<file path="config.mk">
export PLATFORM = sky130hd
export DESIGN_NAME = button_debounce_press_events_unit
export DESIGN_NICKNAME = d
export VERILOG_FILES = /design/src/hw/rtl/bdpe_pkg.sv /design/src/hw/rtl/button_debounce_press_events_unit.sv /design/src/hw/rtl/bdpe_cfg_regs.sv /design/src/hw/rtl/bdpe_core.sv
export SDC_FILE = /design/constraint.sdc
export NUM_CORES = 1
export LEC_CHECK = 0
export ABC_AREA = 1
export BUFFER_PORTS_ARGS = -buffer_cell sky130_fd_sc_hd__buf_2
export CAP_MARGIN = 5
export CORE_UTILIZATION = 40
export CTS_BUF_LIST = sky130_fd_sc_hd__clkbuf_4 sky130_fd_sc_hd__clkbuf_8
export DETAILED_ROUTE_END_ITERATION = 6
export MAX_ROUTING_LAYER = met4
export PLACE_DENSITY = 0.55
export SYNTH_ARGS = -nofsm -noshare
export SYNTH_HDL_FRONTEND = slang
export SYNTH_HIERARCHICAL = 1
export SYNTH_SLANG_ARGS = --single-unit
export TNS_END_PERCENT = 1
</file>
<file path="constraint.sdc">
create_clock -name clk -period 9.6 [get_ports clk]
set_input_delay 2.4 -clock clk [delete_from_list [all_inputs] [get_ports clk]]
set_output_delay 2.4 -clock clk [all_outputs]
set_load 0.03 [all_outputs]
</file>
<file path="src/hw/rtl/bdpe_pkg.sv">
// Shared types, constants and register codes of the button debounce unit.
package bdpe_pkg;

  // Default number of switches served by one unit.
  localparam int unsigned SWITCH_NUM_DEF = 4;

  // Field widths.
  localparam int unsigned TIME_W     = 32;
  localparam int unsigned INDEX_W    = 8;
  localparam int unsigned LONG_W     = 16;
  localparam int unsigned DEBOUNCE_W = 8;
  localparam int unsigned CFG_IDX_W  = 2;
  localparam int unsigned CFG_DATA_W = 16;

  // Register reset values.
  localparam logic [LONG_W-1:0]     LONG_PRESS_RST = 16'd3000;
  localparam logic [DEBOUNCE_W-1:0] DEBOUNCE_RST   = 8'd25;

  // Configuration register indexes.
  localparam logic [CFG_IDX_W-1:0] CFG_LONG_PRESS = 2'd0;
  localparam logic [CFG_IDX_W-1:0] CFG_DEBOUNCE   = 2'd1;

  // Request types.
  localparam logic REQ_STATUS = 1'b0;
  localparam logic REQ_EVENT  = 1'b1;

  // Press events reported with each result.
  typedef enum logic [1:0] {
    EV_NONE  = 2'd0,
    EV_SHORT = 2'd1,
    EV_LONG  = 2'd2
  } event_t;

  // Configuration register contents.
  typedef struct packed {
    logic [LONG_W-1:0]     long_press_ms;
    logic [DEBOUNCE_W-1:0] settle_ms;
  } cfg_t;

  // One poll of one switch.
  typedef struct packed {
    logic               req_type;
    logic [INDEX_W-1:0] switch_index;
    logic               raw_level;
    logic [TIME_W-1:0]  now_ms;
  } poll_t;

  // One result.
  typedef struct packed {
    logic   pressed;
    event_t event_res;
  } res_t;

endpackage

</file>
<file path="src/hw/rtl/button_debounce_press_events_unit.sv">
// An accepted poll passes through the poll register and then the result register.
// Throughput: one poll per cycle while in_stall is low; the per-switch state is read and written in the same cycle
// between the poll register and the result register, so back-to-back polls see fresh state.
// A poll is taken while a result waits, until both the poll and result registers are full.
// Reset clears all per-switch state to released/idle and loads the default registers.
// Top level of the button debounce and press event unit.
module button_debounce_press_events_unit #(
  parameter int unsigned SWITCH_NUM = bdpe_pkg::SWITCH_NUM_DEF
) (
  input  logic                             clk,
  input  logic                             rst,
  input  logic                             in_valid,
  output logic                             in_stall,
  input  logic                             req_type,
  input  logic [bdpe_pkg::INDEX_W-1:0]     switch_index,
  input  logic                             raw_level,
  input  logic [bdpe_pkg::TIME_W-1:0]      now_ms,
  output logic                             out_valid,
  input  logic                             out_stall,
  output logic                             pressed,
  output logic [1:0]                       event_res,
  input  logic                             cfg_valid,
  output logic                             cfg_ready,
  input  logic [bdpe_pkg::CFG_IDX_W-1:0]   cfg_index,
  input  logic [bdpe_pkg::CFG_DATA_W-1:0]  cfg_data
);

  bdpe_pkg::cfg_t  cfg;
  bdpe_pkg::poll_t poll;
  bdpe_pkg::res_t  res_comb;
  bdpe_pkg::res_t  res;
  logic            poll_valid;
  logic            advance;

  bdpe_cfg_regs u_cfg (
    .clk       (clk),
    .rst       (rst),
    .cfg_valid (cfg_valid),
    .cfg_ready (cfg_ready),
    .cfg_index (cfg_index),
    .cfg_data  (cfg_data),
    .cfg       (cfg)
  );

  // The result register moves unless it holds a stalled result.
  assign advance  = !out_valid || !out_stall;
  assign in_stall = poll_valid && !advance;

  // Poll register.
  always_ff @(posedge clk) begin
    if (rst) begin
      poll_valid <= 1'b0;
    end else if (!in_stall) begin
      poll_valid <= in_valid;
    end
  end

  always_ff @(posedge clk) begin
    if (!in_stall) begin
      poll.req_type     <= req_type;
      poll.switch_index <= switch_index;
      poll.raw_level    <= raw_level;
      poll.now_ms       <= now_ms;
    end
  end

  bdpe_core #(
    .SWITCH_NUM (SWITCH_NUM)
  ) u_core (
    .clk    (clk),
    .rst    (rst),
    .commit (poll_valid && advance),
    .poll   (poll),
    .cfg    (cfg),
    .res    (res_comb)
  );

  // Result register.
  always_ff @(posedge clk) begin
    if (rst) begin
      out_valid <= 1'b0;
    end else if (advance) begin
      out_valid <= poll_valid;
    end
  end

  always_ff @(posedge clk) begin
    if (advance) begin
      res <= res_comb;
    end
  end

  assign pressed   = res.pressed;
  assign event_res = res.event_res;

endmodule

</file>
<file path="src/hw/rtl/bdpe_cfg_regs.sv">
// Configuration registers of the button debounce unit.
module bdpe_cfg_regs (
  input  logic                             clk,
  input  logic                             rst,
  input  logic                             cfg_valid,
  output logic                             cfg_ready,
  input  logic [bdpe_pkg::CFG_IDX_W-1:0]   cfg_index,
  input  logic [bdpe_pkg::CFG_DATA_W-1:0]  cfg_data,
  output bdpe_pkg::cfg_t                   cfg
);

  logic [bdpe_pkg::LONG_W-1:0]     long_press_ms;
  logic [bdpe_pkg::DEBOUNCE_W-1:0] settle_ms;

  // Writes are always taken.
  assign cfg_ready = 1'b1;

  // Register file; writes to unknown indexes are dropped.
  always_ff @(posedge clk) begin
    if (rst) begin
      long_press_ms <= bdpe_pkg::LONG_PRESS_RST;
      settle_ms     <= bdpe_pkg::DEBOUNCE_RST;
    end else if (cfg_valid && cfg_ready) begin
      case (cfg_index)
        bdpe_pkg::CFG_LONG_PRESS: long_press_ms <= cfg_data[bdpe_pkg::LONG_W-1:0];
        bdpe_pkg::CFG_DEBOUNCE:   settle_ms     <= cfg_data[bdpe_pkg::DEBOUNCE_W-1:0];
        default: ;
      endcase
    end
  end

  assign cfg.long_press_ms = long_press_ms;
  assign cfg.settle_ms     = settle_ms;

endmodule

</file>
<file path="src/hw/rtl/bdpe_core.sv">
// Per-switch debounce and press tracking state with its update logic.
module bdpe_core #(
  parameter int unsigned SWITCH_NUM = bdpe_pkg::SWITCH_NUM_DEF
) (
  input  logic            clk,
  input  logic            rst,
  input  logic            commit,
  input  bdpe_pkg::poll_t poll,
  input  bdpe_pkg::cfg_t  cfg,
  output bdpe_pkg::res_t  res
);

  localparam int unsigned IDX_W = (SWITCH_NUM > 1) ? $clog2(SWITCH_NUM) : 1;
  localparam int unsigned TW    = bdpe_pkg::TIME_W;

  logic          stable_level     [SWITCH_NUM];
  logic          previous_raw     [SWITCH_NUM];
  logic [TW-1:0] last_change_time [SWITCH_NUM];
  logic [TW-1:0] press_start_time [SWITCH_NUM];
  logic          press_active     [SWITCH_NUM];
  logic          long_done        [SWITCH_NUM];

  logic [IDX_W-1:0] k;
  logic             in_range;
  logic             changed;
  logic [TW-1:0]    change_time_next;
  logic [TW-1:0]    settle_age;
  logic             stable_next;
  logic             held;
  logic             active_next;
  logic [TW-1:0]    start_next;
  logic             long_cur;
  logic             long_next;
  logic [TW-1:0]    hold_age;
  bdpe_pkg::event_t ev;

  assign k        = poll.switch_index[IDX_W-1:0];
  assign in_range = poll.switch_index < bdpe_pkg::INDEX_W'(SWITCH_NUM);

  // Debounce: a raw change restarts the timer; a settled level becomes stable.
  always_comb begin
    changed          = poll.raw_level != previous_raw[k];
    change_time_next = changed ? poll.now_ms : last_change_time[k];
    settle_age       = poll.now_ms - change_time_next;
    stable_next      = (settle_age >= {{(TW - bdpe_pkg::DEBOUNCE_W){1'b0}}, cfg.settle_ms})
                       ? poll.raw_level : stable_level[k];
    held             = ~stable_next;
  end

  // Press tracking for event polls.
  always_comb begin
    active_next = press_active[k];
    start_next  = press_start_time[k];
    long_cur    = press_active[k] ? long_done[k] : 1'b0;
    long_next   = long_done[k];
    hold_age    = '0;
    ev          = bdpe_pkg::EV_NONE;
    if (poll.req_type == bdpe_pkg::REQ_EVENT) begin
      if (held) begin
        active_next = 1'b1;
        start_next  = press_active[k] ? press_start_time[k] : poll.now_ms;
        hold_age    = poll.now_ms - start_next;
        long_next   = long_cur;
        if (!long_cur &&
            hold_age >= {{(TW - bdpe_pkg::LONG_W){1'b0}}, cfg.long_press_ms}) begin
          long_next = 1'b1;
          ev        = bdpe_pkg::EV_LONG;
        end
      end else if (press_active[k]) begin
        ev          = long_done[k] ? bdpe_pkg::EV_NONE : bdpe_pkg::EV_SHORT;
        active_next = 1'b0;
        start_next  = '0;
        long_next   = 1'b0;
      end
    end
  end

  // Out-of-range switches report released with no event.
  assign res.pressed   = in_range & held;
  assign res.event_res = in_range ? ev : bdpe_pkg::EV_NONE;

  // State update when the poll is committed.
  always_ff @(posedge clk) begin
    if (rst) begin
      for (int i = 0; i < SWITCH_NUM; i++) begin
        stable_level[i]     <= 1'b1;
        previous_raw[i]     <= 1'b1;
        last_change_time[i] <= '0;
        press_start_time[i] <= '0;
        press_active[i]     <= 1'b0;
        long_done[i]        <= 1'b0;
      end
    end else if (commit && in_range) begin
      stable_level[k]     <= stable_next;
      previous_raw[k]     <= poll.raw_level;
      last_change_time[k] <= change_time_next;
      press_start_time[k] <= start_next;
      press_active[k]     <= active_next;
      long_done[k]        <= long_next;
    end
  end

endmodule

</file>
### Word-level counts from Yosys, hierarchy flattened

Memories as Yosys holds them, arrays and structs flattened. A register that Yosys moved wholly into a read port is not among the register bits.
Index checks and enable logic that the tools add are counted.

| storage, ports and cells | value |
|---|---|
| output and inout port bits | 6 |
| bits in writable memories | 272 |
| memories | 6 |
| input port bits | 65 |
| flip-flop bits (word level) | 71 |

Memory list:

| name | depth | bits a word | read ports | clocked after memory_dff | wr ports | RTL line | source |
|---|---|---|---|---|---|---|---|
| u_core.last_change_time | 4 | 32 | 1 | 1 | 4 | bdpe_core.sv:18 | `logic [TW-1:0] last_change_time [SWITCH_NUM];` |
| u_core.press_start_time | 4 | 32 | 1 | 1 | 4 | bdpe_core.sv:19 | `logic [TW-1:0] press_start_time [SWITCH_NUM];` |
| u_core.long_done | 4 | 1 | 1 | 1 | 4 | bdpe_core.sv:21 | `logic long_done [SWITCH_NUM];` |
| u_core.press_active | 4 | 1 | 1 | 1 | 4 | bdpe_core.sv:20 | `logic press_active [SWITCH_NUM];` |
| u_core.previous_raw | 4 | 1 | 1 | 1 | 4 | bdpe_core.sv:17 | `logic previous_raw [SWITCH_NUM];` |
| u_core.stable_level | 4 | 1 | 1 | 1 | 4 | bdpe_core.sv:16 | `logic stable_level [SWITCH_NUM];` |

| operators by class | value |
|---|---|
| add/sub/neg operators | 2 |
| reduce and logical (&&, ||, !) cells | 19 |
| equality and inequality tests | 2 |
| muxes and demuxes | 46 |
| bitwise gates (word level) | 2 |
| $lt $le $gt $ge | 3 |

Operators by type and width:

| kind | number |
|---|---|
| two-way mux 32 bit | 7 |
| OR reduction 32 bit | 2 |
| subtractor 32 bit | 2 |
| greater-or-equal comparator 32 x 16 -> 1 bit | 1 |
| greater-or-equal comparator 32 x 8 -> 1 bit | 1 |
| two-way mux 2 bit | 15 |
| two-way mux 1 bit | 24 |
| < comparator 8 x 3 -> 1 bit (second input constant) | 1 |
| AND reduction 2 bit | 3 |
| logical AND 1 bit | 4 |
| zero test 1 bit | 4 |
| OR reduction 1 bit | 4 |
| equality test 2 x 1 -> 1 bit (second input constant) | 1 |
| zero test 2 bit | 1 |
| AND 1 bit | 1 |
| logical OR 1 bit | 1 |
| inequality test 1 bit | 1 |
| NOT 1 bit | 1 |

### Longest topological paths before layout

Gate-level depths: netlist of run 1.

| logic depth | value |
|---|---|
| word-level depth | 9 |
| mapped depth | 40 |
| depth with buffers taken out | 38 |

### Cells and area by module

Netlist of run 1, hierarchy kept.

By module, submodules not included:

| module | times used | area each (um^2) | cells each |
|---|---|---|---|
| bdpe_core | 1 | 17649.4 | 2014 |
| button_debounce_press_events_unit | 1 | 1435.1 | 55 |
| bdpe_cfg_regs | 1 | 1033.5 | 139 |

### Worst setup path before layout of run 1

Ideal clock, no wire load.

| timing path | value |
|---|---|
| path type | input to register |
| from | input port out_stall |
| to | memory u_core/last_change_time[3][0] in the netlist's numbering, enable pin |
| stages | 3 |
| slack | 1631 ps |
| library setup time | 588 ps |
| arrival time | 7381 ps |
| cells stage by stage | a21oi_1 nand2_1 o21ai_0 |

RTL lines:

| item | RTL line | source |
|---|---|---|
| start, declared | button_debounce_press_events_unit.sv:19 | `input logic out_stall,` |
| end, declared | bdpe_core.sv:18 |  |

==> results of run 1 <==
==> sequential cells by signal, indices dropped and copies added (netlist names), 2 cells and up <==
signal / count
u_core/long_done: 4
poll: 42
u_core/stable_level: 4
u_core/press_active: 4
event_res: 2
u_core/previous_raw: 4
u_core/press_start_time: 128
u_core/last_change_time: 128
u_cfg/long_press_ms: 16
u_cfg/settle_ms: 8
==> cells in the mapped netlist (7+ instances only) <==
library cell and instances:
nand2_1 308, buf_1 7, o21ai_0 144, o21ai_1 31, nand3_1 112, nor3_1 17
ha_1 84, nand4_1 12, a21oi_1 229, xnor2_1 13, buf_6 7, o211ai_1 31
a22oi_1 63, xor2_1 25, mux2i_1 26, dfxtp_1 32, buf_4 8, nand2_2 19
nand3_2 71, nor2_1 301, clkbuf_1 71, edfxtp_1 311, inv_1 177, a31oi_1 17
buf_2 13
==> critical path: cells and delay by family, from the launching register on <==
family	cells	cell delay, ns
and+or+nand+nor	24	3.84
buffers and inverters	4	1.11
adders and majority gates	3	0.97
DFF	1	0.53
AOI/OAI and AO/OA	1	0.42
xor gates and xnor gates	1	0.21
==> cells by family (layout without fill, tap and decap cells) <==
family	after synthesis	after routing	share of synthesized area
xor gates and xnor gates	38	38	0.0165
muxes	26	26	0.0129
and+or+nand+nor	876	876	0.207
AOI/OAI and AO/OA	547	547	0.153
buffers and inverters	291	389	0.0597
other	1	1	0.000186
adders and majority gates	86	86	0.0542
DFF	343	343	0.496
==> through the flow <==
step	util	hold slack, ns	area, µm²
5_1_grt	0.453	0.493	22300
6_report	0.453	0.467	22300
4_1_cts	0.453	0.474	22300
2_1_floorplan	-	0.429	20100
3_3_place_gp	0.426	0.440	21000
3_5_place_dp	0.426	0.457	21000
==> per-layer routing <==
layer,global-route usage,part of all wire,vias to the layer above
li1,-,-,7884
met1,0.351,0.45,8030
met2,0.401,0.45,637
met3,0.0376,0.067,125
met4,0.0861,0.028,0
met5,-,0,-
==> layout make-up <==
cell class,instances,area share
clock buffers,92,0.0506
multi-input cells,1574,0.402
repair buffers,93,0.0236
well taps,664,0.0373
flip-flops and latches,343,0.448
clock inverters,20,0.00763
inverters,184,0.0310
==> power by group <==
| group | switching [mW] | internal [mW] |
|---|---|---|
| combinational | 0.625 | 0.288 |
| sequential | 0.0365 | 1.68 |
| clock | 0.617 | 0.827 |
==> worst max path at each step <==
| stage | startpoint | to | slack, ns | cells after the start |
|---|---|---|---|---|
| CTS | poll[34]$_DFFE_PN_ | u_core/long_done[0]$_SDFFCE_PN0P_ | 2.23 | 33 |
| global route | poll[34]$_DFFE_PN_ | u_core/long_done[0]$_SDFFCE_PN0P_ | 1.63 | 33 |
| floorplan | out_stall | u_core/last_change_time[3][0]$_DFFE_PP_ | 1.63 | 3 |
| global placement | poll[34]$_DFFE_PN_ | u_core/long_done[0]$_SDFFCE_PN0P_ | 2.27 | 37 |
| detailed placement | poll[34]$_DFFE_PN_ | u_core/long_done[0]$_SDFFCE_PN0P_ | 2.26 | 37 |
| finish | poll[34]$_DFFE_PN_ | u_core/long_done[0]$_SDFFCE_PN0P_ | 2.18 | 33 |
==> flow_metrics.py, run 1 <==
metrics = {
    "sta": {
        "tightest_slew_ns": 1.10,
        "tns_ns": 0,
        "hold_viol": 0,
        "min_period_ns": 7.42,
        "fin_ws_ns": 2.18,
        "drv_slew": 0,
        "fin_crit_sh": 0.773,
        "setup_viol": 0,
        "slew_headroom": 0.268,
        "grt_setup_unrepaired": "false",
        "skew_ns": 0.0187,
        "clock.fmax_mhz": 135,
    },
    "place": {
        "dp.cells": 2858,
        "post-dp-hpwl_um": 41300,
        "portBuffers": 69,
        "dp_slack_ns": 2.26,
        "gp_congestion": 0.985,
    },
    "floorplan": {
        "fp.coreArea_mm2": 0.0493,
        "die_x_um": 226,
        "fp.dieArea_mm2": 0.0512,
        "start_util": 0.408,
        "pin_count": 71,
        "core.rowCount": 81,
        "die_h_um": 226,
    },
    "finish": {
        "multi_input_area_mm2": 0.00897,
        "regArea_mm2": 0.00998,
        "area_delta_synth_final_pct": 10.8,
        "nNetsFinal": 2408,
        "n_antenna_cell": 0,
        "layout.cells.most_common_list": "311 x edfxtp_1, 306 x nand2_1, 300 x nor2_1, 229 x a21oi_1, 171 x inv_1",
        "final_common_cell": "edfxtp_1",
        "num-fill-cells": 4893,
        "drive_gt1_frac": 0.142,
        "instances_no_fill": 2970,
    },
    "setup_path": {
        "r2r_slack_ns": 2.18,
        "reg2reg_from": "poll[34]$_DFFE_PN_",
        "r2r_cells": 33,
        "cp_common_cell": "nand2_1",
        "slowest_stage": "nand2_2",
        "end_kind": "flop",
        "worstSetupPathType": "flop to flop",
        "path_max_fanout": 69,
        "worstPathRequired_ns": 9.98,
        "slowest_delay_ns": 0.62,
        "reg2reg_to": "u_core/long_done[0]$_SDFFCE_PN0P_",
        "cp.arrival_ns": 7.80,
        "critPathLaunchType": "flop",
    },
    "synthesis": {
        "yosys_warnings": 6,
        "synth_flop_cell": "edfxtp_1",
        "synth_area_mm2": 0.0201,
        "yosys_register_bits": 343,
        "netlist.area_leader.share": 0.464,
        "syn-num-nets": 2359,
        "yosys-top-cells-area": "edfxtp_1 46%, nand2_1 5.7%, a21oi_1 5.7%, nor2_1 5.6%, ha_1 5.2%",
        "synthCells": 2208,
        "synthArstFlopShare": 0,
        "synth.distinct_cells": 55,
        "synth_edf_count": 311,
        "synth.avg_cell_area_um2": 9.11,
        "ys_seq_area_frac": 0.496,
        "yosys.area.top_type": "edfxtp_1",
    },
    "clock_tree": {
        "worstSkewPairLatency_ns": 0.66,
        "ctsResizeCount": 0,
        "cts_max_level": 2,
        "clock_path_buffers": 3,
        "post-cts-setup-buffers": 0,
        "cts_tree": "built",
        "root_buffer": "clkbuf_8",
        "cts.reportedPaths.clkPinSlew_ns": 0.06,
        "numCtsBuffers": 61,
        "postCtsHoldBufs": 0,
        "cts_sinks": 343,
    },
    "worst_hold_path": {
        "hp-class": "flop to flop",
        "min_to": "u_cfg/long_press_ms[9]$_SDFFE_PP1P_",
        "holdCritStartpoint": "u_cfg/long_press_ms[9]$_SDFFE_PP1P_",
        "holdPathStages": 2,
    },
    "routing": {
        "dr.pass1.iters": 5,
        "via_count": 16700,
        "ant_nets": 0,
        "vias_per_cell": 5.61,
        "drc": 0,
        "drtIter0Drc": 1513,
        "wl_um": 63900,
        "wl_per_cell_um": 21.5,
    },
    "grt": {
        "grt_pass1_vias": 16200,
        "antenna_found_initial": 0,
        "grt_max_degree": 70,
        "grt_use_total": 0.260,
        "grt_first_pass_wirelength_um": 97000,
        "gr-total-overflow": 0,
    },
    "power_and_ir_drop": {
        "p_leak_nw": 9.08,
        "finalPower_mw": 4.07,
        "p_per_area_mw_per_mm2": 183,
        "ir_worst_vdd_v": 0.0000973,
    },
    "flow_run": {
        "drv_cap": 0,
    },
    "status": {
        "status": "finished clean",
    },
}
Power figures use the tool's default switching activity.
==> run 2: changes to the inputs <==
- ABC_AREA: 1 -> 0
- PLACE_DENSITY: 0.55 -> 0.57
- clock period: 9.6 -> 6.3 ns (I/O delays scaled with it)
==> flow_metrics.py, run 2 <==
metrics = {
    "setup_path": {
        "path_max_fanout": 5,
        "slowest_stage": "or4_4",
        "end_kind": "flop",
        "r2r_slack_ns": 0.14,
        "critPathLaunchType": "flop",
        "worstPathRequired_ns": 6.72,
        "r2r_cells": 29,
        "worstSetupPathType": "flop to flop",
        "reg2reg_from": "poll[34]$_DFFE_PN_",
        "slowest_delay_ns": 0.55,
        "cp.arrival_ns": 6.58,
        "reg2reg_to": "u_core/long_done[1]$_SDFFCE_PN0P_",
    },
    "routing": {
        "via_count": 15200,
        "dr.pass1.iters": 6,
        "wl_um": 59700,
        "drc": 0,
        "ant_nets": 0,
        "wl_per_cell_um": 22.7,
        "vias_per_cell": 5.77,
        "drtIter0Drc": 1278,
    },
    "synthesis": {
        "synth.distinct_cells": 93,
        "synth-simple-area-share": 0.111,
        "yosys-top-cells-area": "edfxtp_1 47%, mux4_2 7.6%, ha_1 5.3%, a32o_1 5.1%, nor2_1 4.4%",
        "synth_flop_cell": "edfxtp_1",
        "ys_seq_area_frac": 0.500,
        "synth.most_common_cell": "edfxtp_1",
        "synthArstFlopShare": 0,
        "netlist_top_cells_count": "311 x edfxtp_1, 236 x nor2_1, 101 x a32o_1",
        "synth_area_mm2": 0.0200,
        "syn-num-nets": 1813,
        "synthAdderAreaFrac": 0.0551,
        "synthXorXnorAreaFrac": 0.0183,
        "yosys_register_bits": 343,
        "netlist.area_leader.share": 0.468,
        "synth.area.mux_share": 0.121,
        "synth_top_family_by_area": "compound AO/OA/AOI/OAI gates",
        "yosys_warnings": 6,
        "synthCells": 1662,
        "synth_compound_area_frac": 0.158,
        "yosys.area.top_type": "edfxtp_1",
        "synth_edf_count": 311,
        "synth.avg_cell_area_um2": 12.0,
    },
    "sta": {
        "min_period_ns": 6.16,
        "hold_ws_ns": 0.464,
        "clock.fmax_mhz": 162,
        "tightest_slew_ns": 1.01,
        "setup_viol": 0,
        "slew_headroom": 0.325,
        "skew_ns": 0.0552,
        "grt_setup_unrepaired": "true",
        "drv_slew": 0,
        "hold_viol": 0,
        "fin_crit_sh": 0.978,
    },
    "floorplan": {
        "fp.dieArea_mm2": 0.0508,
        "die_h_um": 225,
        "die_x_um": 225,
        "fp.coreArea_mm2": 0.0491,
        "start_util": 0.407,
        "core.rowCount": 81,
        "pin_count": 71,
    },
    "place": {
        "placed_cell_area_mm2": 0.0225,
        "portBuffers": 69,
        "post-dp-hpwl_um": 39700,
        "dp.cells": 2503,
        "gp_congestion": 0.915,
    },
    "flow_run": {
        "drv_cap": 0,
    },
    "finish": {
        "final_common_cell": "edfxtp_1",
        "instances_no_fill": 2629,
        "reg_top3": "u_core/last_change_time: 128 flops, u_core/press_start_time: 128 flops, poll: 42 flops",
        "drive_gt1_frac": 0.274,
        "nNetsFinal": 2061,
        "layout.cells.most_common_list": "311 x edfxtp_1, 229 x nor2_1, 198 x buf_4, 101 x a32o_1, 86 x mux2i_1",
        "design_area_mm2": 0.0241,
        "area_delta_synth_final_pct": 20.9,
    },
    "grt": {
        "grt_max_degree": 95,
        "grt_pass1_vias": 15500,
        "antenna_found_initial": 1,
        "gr-total-overflow": 0,
        "grt_use_total": 0.244,
        "grt_first_pass_wirelength_um": 90900,
    },
    "clock_tree": {
        "clock_path_buffers": 3,
        "cts_sinks": 343,
        "cts.reportedPaths.clkPinSlew_ns": 0.07,
        "cts_max_level": 2,
        "numCtsBuffers": 61,
        "cts_tree": "built",
        "worstSkewPairLatency_ns": 0.70,
        "root_buffer": "clkbuf_8",
    },
    "worst_hold_path": {
        "holdCritStartpoint": "u_core/stable_level[1]$_DFF_P_",
        "min_to": "u_core/stable_level[1]$_DFF_P_",
        "hp-class": "flop to flop",
        "holdPathStages": 1,
    },
    "power_and_ir_drop": {
        "p_per_area_mw_per_mm2": 267,
        "p_leak_nw": 9.45,
        "ir_worst_vdd_v": 0.000236,
        "finalPower_mw": 6.45,
    },
    "status": {
        "status": "finished clean",
    },
}
==> run 2: logic make-up (layout without fill, tap and decap cells) <==
logic type	count (synthesis)	in the layout
AOI/OAI and AO/OA	405	405
xor gates and xnor gates	37	37
adders and majority gates	87	87
buffers and inverters	162	463
DFF	343	343
muxes	157	157
other	1	3
and+or+nand+nor	470	470
==> run 2: cell type report <==
cell class / count / area (µm²)
fill: 4507 / 24900
sequential: 343 / 9980
multi-input combinational: 1157 / 9460
timing repair buffer: 290 / 2230
clock buffer: 82 / 1040
tap: 664 / 831
clock inverter: 34 / 370
inverter: 57 / 214
antenna: 2 / 5.00
==> run 2: routing by layer <==
layer,track usage,vias up,part of all wire
li1,-,7007,-
met1,0.311,7586,0.43
met2,0.401,481,0.49
met3,0.0326,105,0.056
met4,0.0825,0,0.027
met5,-,-,0
==> run 2: per-stage QoR <==
| step | setup TNS [ns] | util | worst slack [ns] |
|---|---|---|---|
| 2_1_floorplan | -0.0146 | - | -0.00378 |
| 3_3_place_gp | -0.539 | 0.458 | -0.124 |
| 3_5_place_dp | -2.42 | 0.458 | -0.265 |
| 4_1_cts | -0.0122 | 0.488 | -0.0122 |
| 5_1_grt | -7.15 | 0.492 | -0.152 |
| 6_report | 0 | 0.492 | 0.136 |
==> run 2: timing repair <==
item	4_1_cts	5_1_grt
pin swaps	8	34
setup endpoints to repair	116	137
resized for setup	14	40
hold buffers	0	0
buffers inserted	1	8
cloned	0	0
==> run 2: how the worst max path moves through the flow <==
stage | start | to | slack [ns] | cells after the start
floorplan | poll[33]$_DFFE_PN_ | u_core/long_done[3]$_DFFE_PP_ | -0.004 | 33
global placement | poll[34]$_DFFE_PN_ | u_core/long_done[1]$_SDFFCE_PN0P_ | -0.12 | 28
detailed placement | poll[34]$_DFFE_PN_ | u_core/long_done[1]$_SDFFCE_PN0P_ | -0.26 | 28
CTS | poll[33]$_DFFE_PN_ | u_core/long_done[1]$_SDFFCE_PN0P_ | -0.01 | 27
global route | poll[34]$_DFFE_PN_ | u_core/long_done[1]$_SDFFCE_PN0P_ | -0.15 | 31
finish | poll[34]$_DFFE_PN_ | u_core/long_done[1]$_SDFFCE_PN0P_ | 0.14 | 29
==> run 2: power by group <==
part	leakage (nW)	internal, mW	switching (mW)
Sequential	3.48	2.56	0.0623
Clock	0.744	1.41	0.994
Combinational	5.23	0.642	0.781
==> run 2: worst max-delay path, delay by kind of cell (launching register included) <==
| family | cells | cell delay, ns |
|---|---|---|
| compound gates | 19 | 3.26 |
| xor+xnor | 1 | 0.09 |
| fa+ha+maj | 2 | 0.60 |
| flops | 1 | 0.42 |
| mux | 1 | 0.38 |
| simple gates | 6 | 1.12 |
